[src/rtl/core/scsa_pkg.sv]
// ============================================================================
// scsa_pkg: shared definitions of the size class slab allocator
// Widths, bucket geometry, codes and the structs that pass between the
// sequencer, the shared multiply/divide unit and the free stack store.
// ============================================================================
package scsa_pkg;

   localparam int NUM_BUCKETS      = 4;
   localparam int MAX_ELEMS        = 1024;
   localparam int REGION_SPAN_LOG2 = 20;

   localparam int NB_REGS  = 4;
   localparam int NB_EFF   = (NUM_BUCKETS < NB_REGS) ? NUM_BUCKETS : NB_REGS;

   localparam int ADDR_W   = 32;
   localparam int SIZE_W   = 32;
   localparam int ELEM_W   = 16;
   localparam int REGION_W = 21;
   localparam int BKT_W    = 2;
   localparam int SLOT_W   = $clog2(MAX_ELEMS);
   localparam int COUNT_W  = $clog2(MAX_ELEMS + 1);
   localparam int ARITH_W  = (COUNT_W > REGION_W) ? COUNT_W : REGION_W;
   localparam int PROD_W   = ARITH_W + ELEM_W;
   localparam int STEP_W   = $clog2(ARITH_W);
   localparam int MEM_AW   = BKT_W + SLOT_W;
   localparam int MEM_DEPTH = NB_EFF << SLOT_W;

   localparam int CSR_IDX_W       = 3;
   localparam int CSR_DATA_W      = REGION_W;
   localparam int CSR_ELEM_BASE   = 0;
   localparam int CSR_REGION_BASE = 4;

   localparam logic [ELEM_W-1:0] ELEM_RST [NB_REGS] =
      '{16'd16, 16'd64, 16'd256, 16'd1024};
   localparam logic [REGION_W-1:0] REGION_RST [NB_REGS] =
      '{21'd16384, 21'd65536, 21'd262144, 21'd1048576};

   typedef enum logic {
      CMD_ALLOC = 1'b0,
      CMD_FREE  = 1'b1
   } cmd_type;

   typedef enum logic [2:0] {
      ST_GRANTED  = 3'd0,
      ST_USE_SYS  = 3'd1,
      ST_FULL     = 3'd2,
      ST_FREED    = 3'd3,
      ST_SYS_FREE = 3'd4,
      ST_NULL     = 3'd5,
      ST_OVERFLOW = 3'd6
   } status_type;

   typedef enum logic {
      MD_MUL = 1'b0,
      MD_DIV = 1'b1
   } md_op_type;

   typedef struct packed {
      logic                start;
      md_op_type           op;
      logic [ARITH_W-1:0]  a;
      logic [ELEM_W-1:0]   b;
   } md_cmd_type;

   typedef struct packed {
      logic                done;
      logic [PROD_W-1:0]   result;
   } md_res_type;

   typedef enum logic [1:0] {
      STK_NONE = 2'd0,
      STK_POP  = 2'd1,
      STK_PUSH = 2'd2,
      STK_BUMP = 2'd3
   } stk_op_type;

   typedef struct packed {
      stk_op_type          op;
      logic [BKT_W-1:0]    bucket;
      logic [SLOT_W-1:0]   slot;
   } stk_cmd_type;

   typedef struct packed {
      logic [COUNT_W-1:0]  count;
      logic [COUNT_W-1:0]  next_slot;
      logic [SLOT_W-1:0]   rd_slot;
   } stk_stat_type;

   function automatic logic [ADDR_W:0] bucket_base(input logic [BKT_W-1:0] bkt);
      bucket_base = ((ADDR_W+1)'(bkt) + (ADDR_W+1)'(1)) << REGION_SPAN_LOG2;
   endfunction

endpackage

[src/rtl/core/scsa_muldiv.sv]
// ============================================================================
// scsa_muldiv: bit-serial multiply / restoring divide unit
// One shared adder-subtractor, one operand bit per cycle, ARITH_W steps.
// ============================================================================
module scsa_muldiv (
   input  logic                 clock,
   input  logic                 reset,
   input  scsa_pkg::md_cmd_type md_cmd,
   output scsa_pkg::md_res_type md_res
);
   import scsa_pkg::*;

   logic                busy_ff, busy_in;
   logic                done_ff, done_in;
   md_op_type           op_ff, op_in;
   logic [ELEM_W-1:0]   b_ff, b_in;
   logic [ELEM_W-1:0]   hi_ff, hi_in;
   logic [ARITH_W-1:0]  lo_ff, lo_in;
   logic [STEP_W-1:0]   cnt_ff, cnt_in;

   logic                sub;
   logic [ELEM_W+1:0]   alu_x;
   logic [ELEM_W+1:0]   alu_y;
   logic [ELEM_W+1:0]   alu_sum;
   logic [ELEM_W:0]     mul_acc;

   assign sub     = (op_ff == MD_DIV);
   assign alu_x   = sub ? {1'b0, hi_ff, lo_ff[ARITH_W-1]} : {2'b00, hi_ff};
   assign alu_y   = {2'b00, b_ff} ^ {(ELEM_W+2){sub}};
   assign alu_sum = alu_x + alu_y + (ELEM_W+2)'(sub);
   assign mul_acc = lo_ff[0] ? alu_sum[ELEM_W:0] : {1'b0, hi_ff};

   always_comb begin
      busy_in = busy_ff;
      done_in = 1'b0;
      op_in   = op_ff;
      b_in    = b_ff;
      hi_in   = hi_ff;
      lo_in   = lo_ff;
      cnt_in  = cnt_ff;
      if (md_cmd.start) begin
         busy_in = 1'b1;
         op_in   = md_cmd.op;
         b_in    = md_cmd.b;
         hi_in   = '0;
         lo_in   = md_cmd.a;
         cnt_in  = '0;
      end else if (busy_ff) begin
         if (op_ff == MD_MUL) begin
            hi_in = mul_acc[ELEM_W:1];
            lo_in = {mul_acc[0], lo_ff[ARITH_W-1:1]};
         end else if (!alu_sum[ELEM_W+1]) begin
            hi_in = alu_sum[ELEM_W-1:0];
            lo_in = {lo_ff[ARITH_W-2:0], 1'b1};
         end else begin
            hi_in = {hi_ff[ELEM_W-2:0], lo_ff[ARITH_W-1]};
            lo_in = {lo_ff[ARITH_W-2:0], 1'b0};
         end
         cnt_in = cnt_ff + STEP_W'(1);
         if (cnt_ff == STEP_W'(ARITH_W - 1)) begin
            busy_in = 1'b0;
            done_in = 1'b1;
         end
      end
   end

   always_ff @(posedge clock) begin
      if (reset) begin
         busy_ff <= 1'b0;
         done_ff <= 1'b0;
      end else begin
         busy_ff <= busy_in;
         done_ff <= done_in;
      end
      op_ff  <= op_in;
      b_ff   <= b_in;
      hi_ff  <= hi_in;
      lo_ff  <= lo_in;
      cnt_ff <= cnt_in;
   end

   assign md_res.done   = done_ff;
   assign md_res.result = (op_ff == MD_MUL) ? {hi_ff, lo_ff} : PROD_W'(lo_ff);

endmodule

[config.mk]
export PLATFORM = sky130hd
export DESIGN_NAME = scsa_muldiv
export DESIGN_NICKNAME = d
export VERILOG_FILES = /design/src/rtl/core/scsa_pkg.sv /design/src/rtl/core/scsa_muldiv.sv
export SDC_FILE = /design/constraint.sdc
export NUM_CORES = 1
export LEC_CHECK = 0
export CAP_MARGIN = 20
export CORE_MARGIN = 5
export CORE_UTILIZATION = 50
export DETAILED_ROUTE_END_ITERATION = 8
export DONT_BUFFER_PORTS = 1
export MAX_ROUTING_LAYER = met4
export PLACE_DENSITY = 0.75
export SLEW_MARGIN = 20
export SYNTH_ARGS = -nofsm -noshare
export SYNTH_HDL_FRONTEND = slang
export SYNTH_SLANG_ARGS = --single-unit
[constraint.sdc]
create_clock -name clock -period 9.64 [get_ports clock]
set_input_delay 0.482 -clock clock [delete_from_list [all_inputs] [get_ports clock]]
set_output_delay 0.482 -clock clock [all_outputs]
set_load 0.01 [all_outputs]
==> impl_metrics.toml <==
[floorplan]
die_w_um = 101
ios = 79
fp.dieH_um = 101
rows = 33
core-area_um2 = 8130
initial_core_util = 0.509
die_area_um2 = 10200

[clock_tree]
cts_buffers = 9
clk_pin_slew_ps = 70
h-tree-depth = 3
clock-root-buffer = "clkbuf_8"
cts_buffer_depth = 2
cts_setup_buffers = 0
cts_resized = 0
clk-insertion-delay-late_ps = 350
cts_tree = "built"
cts_hold_buf = 0
clock_sinks = 61

[routing]
drtIter0Drc = 211
drc_errors = 0
vias = 3285
avgRoutedWirePerCell_um = 17.3
ant_nets = 0
drt_first_pass_iters = 5
wirelength_um = 9510
viasPerCell = 5.96

[global_route]
grt_max_degree = 80
antenna_found_initial = 0
grt_pass1_vias = 3180
grt_usage = 0.197
grt_pass1_wl_um = 15400
grt_overflow = 0

[setup_path]
crit_top_cell = "nand2_1"
crit_chain = "buf_4, inv_1, nand2_1, o21ai_0, ha_1, nand2_1, nor4_1, o21ai_0, nand3_2, mux2i_1, nand2_1, a32o_1"
critPathTopFamily = "simple AND/OR/NAND/NOR gates"
critPathBufInv = 2
path_class = "reg2reg"
worstPathMaxFanout = 68
critPathCaptureType = "register"
crit_required_ps = 9880
crit_start = "op_ff"
critPathLaunchType = "register"
reg2reg_from = "op_ff"
cp_slowest_stage_delay_ps = 950
crit_arrival_ps = 5000
slowest_stage = "edfxtp_1"

[yosys]
syn_nets = 515
synth-edff-count = 38
ys_warn_count = 0
synth-async-reset-ratio = 0
synth.ff_latch_count = 61
syn_area_um2 = 4140
synth_seq_area_share = 0.387
avgSynthCellArea_um2 = 9.07
ys_types = 60
synth-main-ff-cell = "edfxtp_1"
synthCells = 456

[timing]
tightest_slew_ps = 1000
setup-tns-final_ps = 0
setup_viol = 0
skew_ps = 10.8
maxSlewViolCount = 0
min_period_ps = 4750
period_share = 0.493
slew_headroom = 0.333
hold_ws_ps = 193
max_clock_freq_mhz = 210
hold_viol_final = 0
rsz0062_at_grt = "false"
setup_slack_ps = 4890

[run]
drv_cap = 0

[final_layout]
drive_above_1_share = 0.0650
syn2layout_area_growth_pct = 4.78
num-nets-final = 500
antenna_cells = 0
final_cell_mix = "nand2_1, o21ai_0, edfxtp_1"
nFillCells = 737
multiInputGateArea_um2 = 2340
final_common_cell = "nand2_1"
seqCellArea_um2 = 1600

[min_path]
holdCritStartpoint = "reset"
min_path_type = "in2reg"

[power]
power_frac_comb = 0.297
p_per_area_nw_per_um2 = 183
peakVddDrop_mv = 0.0710
p_seq_frac = 0.429
p_int_w = 0.000513
leakagePower_nw = 1.78
switching_share = 0.355
p_switching_w = 0.000282
clkPwrFrac = 0.274

[place]
detailed_place_hpwl_um = 6790
port_buffers = 0
place_ws_ps = 4960
gp_congestion = 0.994

[outcome]
outcome = "completed"
-- cells in the mapped netlist, types with 3 or more instances --
| cell type | instances | area (um^2) |
|---|---|---|
| a21o_1 | 13 | 97.6 |
| dfxtp_1 | 23 | 460 |
| a22o_1 | 3 | 26.3 |
| inv_1 | 17 | 63.8 |
| mux2i_1 | 31 | 310 |
| a31oi_1 | 4 | 25.0 |
| ha_1 | 17 | 213 |
| xnor2_1 | 8 | 70.1 |
| nand4_1 | 5 | 31.3 |
| nand2_1 | 50 | 188 |
| a211oi_1 | 12 | 90.1 |
| nor2b_1 | 19 | 119 |
| edfxtp_1 | 38 | 1140 |
| and3_1 | 4 | 25.0 |
| nand2b_1 | 4 | 25.0 |
| nor3_1 | 8 | 40.0 |
| nor2_1 | 37 | 139 |
| buf_2 | 4 | 20.0 |
| a21oi_1 | 27 | 135 |
| xor2_1 | 24 | 210 |
| o21ai_0 | 38 | 190 |
| or3_1 | 3 | 18.8 |
| clkbuf_1 | 18 | 67.6 |
-- layer usage --
metal  track usage  wire (um)  vias up
met2         0.308       4620      107
met3        0.0512        536       24
met1         0.238       4040     1544
met5             -          0        -
met4        0.0910        301        0
li1              -          -     1610
-- logic make-up (layout without fill, tap and decap cells) --
group           after synthesis  count (layout)  share of synthesized area
flops                        61              61                      0.387
fa+ha+maj                    18              18                     0.0563
compound gates              124             124                      0.194
simple gates                144             144                      0.169
mux                          32              32                     0.0777
buf+inv                      45              35                     0.0475
xor+xnor                     32              32                     0.0678
-- final cells by class --
class	instances	area share
Clock buffer	11	0.0352
Tap cell	105	0.0303
Sequential cell	61	0.370
Inverter	17	0.0147
Timing Repair Buffer	2	0.00346
Multi-Input combinational cell	350	0.540
Clock inverter	5	0.00722
-- worst paths after layout --
kind	cells after the start	endpoint	slack, ps
worst max-delay path	12	hi_ff[5]	4890
worst min-delay path	1	busy_ff	190
worst max register to register	12	hi_ff[5]	4890
worst min register to register	2	cnt_ff[4]	520
-- worst register-to-register path, delay by kind of cell, from the launching register on --
family,cells,cell delay [ps]
adder cells (fa/ha/maj),1,420
AO/OA/AOI/OAI,3,660
buffers and inverters,2,1120
multiplexers,1,270
flip-flops,1,950
AND/OR/NAND/NOR,5,1240
-- power by group through the flow --
stage | combinational, W | clock [W] | sequential, W
final | 0.000236 | 0.000218 | 0.000341
after global routing | 0.000263 | 0.000233 | 0.000345
after CTS | 0.000235 | 0.000223 | 0.000341
after detailed placement | 0.000233 | 0 | 0.000347
after global placement | 0.000228 | 0 | 0.000346
after floorplan | 0.000204 | 0 | 0.000332
-- registers in the layout, indices dropped and copies added (netlist names) --
register and flops:
hi_ff 16, done_ff 1, b_ff 16, busy_ff 1, cnt_ff 5, op_ff 1, lo_ff 21
-- metrics by stage --
step,cell area (um^2),power [W],util,std cells
3_5_place_dp,4150,0.000580,0.510,535
4_1_cts,4330,0.000799,0.533,551
5_1_grt,4330,0.000840,0.533,551
6_report,4330,0.000795,0.533,551
3_3_place_gp,4150,0.000574,0.510,535
2_1_floorplan,4140,0.000536,-,456
Power figures use the tool's default switching activity.
